[src/rtl/vcbe_pkg.sv]
package vcbe_pkg;

    localparam int NB_COUNT  = 13;
    localparam int NB_KW     = 4;
    localparam int DIV_STEPS = 61;
    localparam int DIV_CW    = 6;
    localparam int SUM_W     = 48;
    localparam int CNT_W     = 30;
    localparam int DIST_W    = 18;
    localparam int PIX_W     = 24;
    localparam int CFG_DW    = 10;
    localparam int CFG_IW    = 2;

    localparam logic [CFG_IW-1:0] REG_COLS   = 2'd0;
    localparam logic [CFG_IW-1:0] REG_ROWS   = 2'd1;
    localparam logic [CFG_IW-1:0] REG_PLANES = 2'd2;

    // neighbor offsets: 2-bit codes
    localparam logic [1:0] OFS_NEG  = 2'b11;
    localparam logic [1:0] OFS_ZERO = 2'b00;
    localparam logic [1:0] OFS_POS  = 2'b01;

    // entries 0..3 in the current plane, 4..12 in the previous one
    localparam logic [1:0] NB_DX [NB_COUNT] = '{
        OFS_NEG, OFS_NEG, OFS_ZERO, OFS_POS,
        OFS_ZERO, OFS_NEG, OFS_NEG, OFS_ZERO, OFS_POS, OFS_POS, OFS_POS, OFS_ZERO, OFS_NEG};
    localparam logic [1:0] NB_DY [NB_COUNT] = '{
        OFS_ZERO, OFS_NEG, OFS_NEG, OFS_NEG,
        OFS_ZERO, OFS_ZERO, OFS_NEG, OFS_NEG, OFS_NEG, OFS_ZERO, OFS_POS, OFS_POS, OFS_POS};
    localparam logic [NB_KW-1:0] NB_FIRST_PREV = 4'd4;
    localparam logic [NB_KW-1:0] NB_LAST       = 4'd12;

    typedef struct packed {
        logic             load_px;
        logic             rd;
        logic             sq;
        logic             acc;
        logic             wr;
        logic             div_init;
        logic             div_step;
        logic             out_load;
        logic [NB_KW-1:0] k;
    } t_cmd;

    typedef struct packed {
        logic nb_ok;
        logic last;
        logic out_busy;
    } t_sts;

endpackage

[src/rtl/vcbe_ctrl.sv]
module vcbe_ctrl (
    input  logic           i_clk,
    input  logic           i_rst_n,
    input  logic           i_in_valid,
    output logic           o_in_ready,
    input  vcbe_pkg::t_sts i_sts,
    output vcbe_pkg::t_cmd o_cmd
);
    typedef enum logic [2:0] {
        S_IDLE, S_LOOK, S_WAIT, S_ACC, S_STORE, S_DIV, S_OUT
    } t_state;

    t_state                        r_state;
    logic [vcbe_pkg::NB_KW-1:0]    r_k;
    logic [vcbe_pkg::DIV_CW-1:0]   r_dcnt;

    always_ff @(posedge i_clk) begin
        if (!i_rst_n) begin
            r_state <= S_IDLE;
            r_k     <= '0;
            r_dcnt  <= '0;
        end else begin
            unique case (r_state)
                S_IDLE: begin
                    r_k <= '0;
                    if (i_in_valid) r_state <= S_LOOK;
                end
                S_LOOK: begin
                    if (i_sts.nb_ok) begin
                        r_state <= S_WAIT;
                    end else if (r_k == vcbe_pkg::NB_LAST) begin
                        r_state <= S_STORE;
                    end else begin
                        r_k <= r_k + 1'b1;
                    end
                end
                S_WAIT: r_state <= S_ACC;
                S_ACC: begin
                    if (r_k == vcbe_pkg::NB_LAST) begin
                        r_state <= S_STORE;
                    end else begin
                        r_k     <= r_k + 1'b1;
                        r_state <= S_LOOK;
                    end
                end
                S_STORE: begin
                    r_dcnt  <= '0;
                    r_state <= i_sts.last ? S_DIV : S_IDLE;
                end
                S_DIV: begin
                    r_dcnt <= r_dcnt + 1'b1;
                    if (r_dcnt == vcbe_pkg::DIV_CW'(vcbe_pkg::DIV_STEPS - 1)) r_state <= S_OUT;
                end
                S_OUT: if (!i_sts.out_busy) r_state <= S_IDLE;
                default: r_state <= S_IDLE;
            endcase
        end
    end

    assign o_in_ready = (r_state == S_IDLE);

    always_comb begin
        o_cmd          = '0;
        o_cmd.k        = r_k;
        o_cmd.load_px  = (r_state == S_IDLE) && i_in_valid;
        o_cmd.rd       = (r_state == S_LOOK) && i_sts.nb_ok;
        o_cmd.sq       = (r_state == S_WAIT);
        o_cmd.acc      = (r_state == S_ACC);
        o_cmd.wr       = (r_state == S_STORE);
        o_cmd.div_init = (r_state == S_STORE) && i_sts.last;
        o_cmd.div_step = (r_state == S_DIV);
        o_cmd.out_load = (r_state == S_OUT) && !i_sts.out_busy;
    end
endmodule

[config.mk]
export PLATFORM = sky130hd
export DESIGN_NAME = vcbe_ctrl
export DESIGN_NICKNAME = d
export VERILOG_FILES = /design/src/rtl/vcbe_pkg.sv /design/src/rtl/vcbe_ctrl.sv
export SDC_FILE = /design/constraint.sdc
export NUM_CORES = 1
export LEC_CHECK = 0
export ABC_CLOCK_PERIOD_IN_PS = 2970
export BUFFER_PORTS_ARGS = -buffer_cell sky130_fd_sc_hd__buf_4
export CAP_MARGIN = 15
export CORE_UTILIZATION = 35
export DETAILED_ROUTE_END_ITERATION = 10
export PLACE_DENSITY = 0.62
export SETUP_SLACK_MARGIN = 0.15
export SYNTH_ARGS = -nofsm -noshare
export SYNTH_HDL_FRONTEND = slang
export SYNTH_SLANG_ARGS = --single-unit
[constraint.sdc]
create_clock -name i_clk -period 2.97 [get_ports i_clk]
set_clock_uncertainty 0.2 [all_clocks]
set_input_delay 0.594 -clock i_clk [delete_from_list [all_inputs] [get_ports i_clk]]
set_output_delay 0.594 -clock i_clk [all_outputs]
set_load 0.02 [all_outputs]
Yosys cells after proc, flatten, opt, wreduce, memory -nomap -nowiden --
Index checks and enable logic that the tools add are counted.
Cells by class: equality and inequality tests 13, $mul 0, multiplexer cells 12, divide/modulo/power cells 0, order comparisons 0, add/sub/neg operators 2, bitwise gates (word level) 0, reduce and logical (&&, ||, !) cells 10, shift-type cells 0
Operator list (count):
- two-way mux 3 bit | 7
- one-hot mux 3 bit (7 select lines) | 1
- one-hot mux 4 bit (3 select lines) | 1
- one-hot mux 6 bit (2 select lines) | 1
- equality test 3 bit (second input constant) | 3
- two-way mux 4 bit | 2
- adder 6 x 1 -> 6 bit (second input constant) | 1
- equality test 3 x 2 -> 1 bit (second input constant) | 2
- equality test 6 bit (second input constant) | 1
- inequality test 2 bit (second input constant) | 3
- adder 4 x 1 -> 4 bit (second input constant) | 1
- equality test 4 bit (second input constant) | 1
- logical AND 1 bit | 4
- AND reduction 4 bit | 1
- equality test 3 x 1 -> 1 bit (second input constant) | 1
- zero test 3 bit | 1
- inequality test 3 bit (second input constant) | 1
- nonzero test 3 bit | 1
- inequality test 2 x 1 -> 1 bit (second input constant) | 1
- AND reduction 2 bit | 1
- nonzero test 2 bit | 1
- zero test 1 bit | 1
Word-level totals: RAM bits 0, bits in latches 0, output and inout port bits 13, memories 0, memory bits (read-only) 0, register bits 13, logic and storage cells 40, input port bits 6

Longest topological paths before layout --
word-level depth 4, gate-level depth with buffers 6, mapped depth without buffers 6

Least setup slack after synthesis --
OpenSTA, ideal clock, no wires.
path type register -> output, from register r_state[0], to output port o_cmd[11] (netlist name), slack 743 ps, cell stages (with the launch flop) 5, required time 2176 ps, arrival time 1433 ps, path buffers 2, path through dfxtp_1 -> buf_6 -> clkbuf_1 -> nor3_1 -> and2_1
RTL lines:
- from (decl) | RTL line vcbe_ctrl.sv:13 | t_state r_state;
- from (signal assigned) | RTL line vcbe_ctrl.sv:48 | r_state <= i_sts.last ? S_DIV : S_IDLE;
- to (decl) | RTL line vcbe_ctrl.sv:7 | output vcbe_pkg::t_cmd o_cmd

==> qor.csv <==
metric,value,unit
outcome,"complete, no violations",
grt_pass1_wl,3.01,mm
peakVddDrop,0.438,mV
hp-class,reg -> reg,
finalHoldViolCount,0,
path_clk_slew,0.08,ns
worst_slew_pin_slew,0.460,ns
drive_gt1_share,18.4,%
yosys_warnings,0,
clock_path_buffers,2,
nets,136,
synth-seq-area-share,30.6,%
vias,834,
layout_min_cycle_time,2.42,ns
start_util,37.7,%
worstPathArrival,1.63,ns
dieArea,2630,sq um
die_w,51.3,um
crit_type,reg -> out,
track_usage,15.1,%
cts_tree,done,
whs,0.340,ns
max_slew_margin,69.3,%
portBuffers,18,
p_per_area,665,nW/um^2
grt_start_max_net_pins,17,
synthesis.nets,118,
rr_worst_depth,6,
fin_crit_sh,81.5,%
p_switching,0.000288,W
combPwrFrac,47.0,%
postSynthCellCount,108,
maxSlewViolCount,0,
crit_required,2.18,ns
pin_count,19,
viasPerCell,5.45,
p_int,0.000391,W
cts_buffers,3,
synth_cell_types,36,
p_total,0.000679,W
rows,17,
rsz0062_at_grt,false,
cts_hold_buffers,0,
setup_tns,0,ns
wl_per_cell,12.2,um
cts_setup_buffers,0,
fp.dieH,51.3,um
critPathLaunchType,flip-flop,
netlist_area,850,sq um
core_area,2250,sq um
cts_sinks,13,
final_antenna_net_count,0,
grt_antenna_before_repair,0,
power.switching_fraction,42.4,%
htree_levels,1,
p_leak,0.437,nW
antenna_cells,0,
cts_resized,0,
first_global_vias,743,
syn_avg_cell_area,7.87,sq um
overflow,0,
routed_wl,1.87,mm
max_freq,0.413,GHz
seqPwrFrac,36.7,%
critical_path.max_fanout,16,
place_hpwl,1.42,mm
dp.cells,149,
maxCapViolCount,0,
drt_iter0_drc,33,
cts_root_buf,clkbuf_4,
worstSkewPairLatency,0.27,ns
stdcell_count,153,
min_path_cells,2,
crit_path_end_kind,output pin,
p_clk_share,16.3,%
post-route-drc-count,0,
gp_congestion,0.807,
ys_ff_latch,13,
area_growth,20.3,%
dr.pass1.iters,4,
setup-violations-final,0,
[sequential cells by signal, indices dropped and copies added, names as in the netlist]
signal / flops
r_dcnt: 6
r_k: 4
r_state: 3
[power by group through the flow]
stage / Sequential, W / Combinational [W] / Clock (W)
CTS: 0.000249 / 0.000321 / 0.000119
floorplan: 0.000222 / 0.000259 / 0
finish: 0.000249 / 0.000319 / 0.000111
global placement: 0.000251 / 0.000319 / 0
detailed placement: 0.000254 / 0.000320 / 0
global route: 0.000256 / 0.000351 / 0.000126
[area by class of cell]
| class | count | area, sq um |
|---|---|---|
| Multi-Input combinational cell | 80 | 524 |
| Timing Repair Buffer | 19 | 143 |
| Tap cell | 28 | 35.0 |
| Fill cell | 250 | 1230 |
| Inverter | 9 | 33.8 |
| Clock buffer | 4 | 26.3 |
| Sequential cell | 13 | 260 |
[metal layers]
layer | routed length (um) | GRT usage, %
met2 | 949 | 26.5
met4 | 0 | 4.50
met3 | 108 | 5.36
met1 | 809 | 16.9
met5 | 0 | 0
[placed cells by master (no fill, tap or decap), types with 2 or more instances in the layout]
master | Yosys | final
buf_4 | 0 | 19
dfxtp_1 | 13 | 13
inv_1 | 9 | 9
nand2_1 | 7 | 7
o21ai_0 | 7 | 7
and2_1 | 6 | 6
nor3_1 | 6 | 6
nor2_1 | 5 | 5
nand3_1 | 5 | 5
a21oi_1 | 4 | 4
ha_1 | 4 | 4
nand3b_1 | 3 | 3
nor2b_1 | 3 | 3
a21o_1 | 3 | 3
clkbuf_4 | 0 | 3
nor3b_1 | 2 | 2
nand2b_1 | 2 | 2
a31oi_1 | 2 | 2
mux2i_1 | 2 | 2
and3_1 | 2 | 2
or2b_1 | 2 | 2
o311a_1 | 2 | 2
[per-stage QoR]
stage / utilization [%] / setup WS [ns] / cell area (sq um)
final: 45.3 / 0.551 / 1020
after global placement: 44.2 / 0.879 / 996
after floorplan: - / 0.743 / 850
after CTS: 45.3 / 0.545 / 1020
after detailed placement: 44.2 / 0.848 / 996
after global routing: 45.3 / 0.384 / 1020
[Yosys cell counts]
| cell type | instances | area share [%] |
|---|---|---|
| mux2i_1 | 2 | 2.4 |
| or4_1 | 1 | 0.88 |
| nor3_1 | 6 | 3.5 |
| inv_1 | 9 | 4.0 |
| o21ai_0 | 7 | 4.1 |
| or2b_1 | 2 | 1.8 |
| a21oi_1 | 4 | 2.4 |
| ha_1 | 4 | 5.9 |
| nand3b_1 | 3 | 2.7 |
| o221a_1 | 1 | 1.3 |
| clkbuf_1 | 4 | 1.8 |
| o21ai_1 | 1 | 0.59 |
| a41o_1 | 1 | 1.2 |
| nand2_1 | 7 | 3.1 |
| nor2b_1 | 3 | 2.2 |
| and3_1 | 2 | 1.5 |
| o2111a_1 | 1 | 1.3 |
| buf_2 | 1 | 0.59 |
| o31a_1 | 1 | 1.0 |
| dfxtp_1 | 13 | 31 |
| a21boi_0 | 1 | 0.88 |
| nand2b_1 | 2 | 1.5 |
| nand4_1 | 1 | 0.74 |
| o311a_1 | 2 | 2.4 |
| nor4bb_1 | 1 | 1.2 |
| a31oi_1 | 2 | 1.5 |
| buf_6 | 1 | 1.3 |
| nand3_1 | 5 | 2.9 |
| o221ai_1 | 1 | 1.0 |
| nor3b_1 | 2 | 1.8 |
| o22ai_1 | 1 | 0.74 |
| a21o_1 | 3 | 2.7 |
| and2_1 | 6 | 4.4 |
| nor2_1 | 5 | 2.2 |
| or4_4 | 1 | 1.3 |
| or3_1 | 1 | 0.74 |
[worst max-delay path: stages, from the launching register on]
cell and delay [ns]:
dfxtp_1 0.61, nand2b_1 0.27, nor2_1 0.19, and2_1 0.15, buf_4 0.13
[path summary, 6_finish.rpt]
path,startpoint,end,slack [ns]
setup / recovery,r_state[2],o_cmd[6],0.55
hold / removal,r_dcnt[2],r_dcnt[2],0.34
setup reg to reg,r_k[0],r_state[1],0.87
hold reg to reg,r_dcnt[2],r_dcnt[2],0.34
[kinds of logic (layout without fill, tap and decap cells)]
kind of cell    Yosys count  in the layout  share of synthesized area [%]
compound gates           26             26                           21.1
fa+ha+maj                 4              4                           5.89
buf+inv                  15             32                           7.66
flops                    13             13                           30.6
mux                       2              2                           2.36
simple gates             48             48                           32.4
Power figures use the tool's default switching activity.
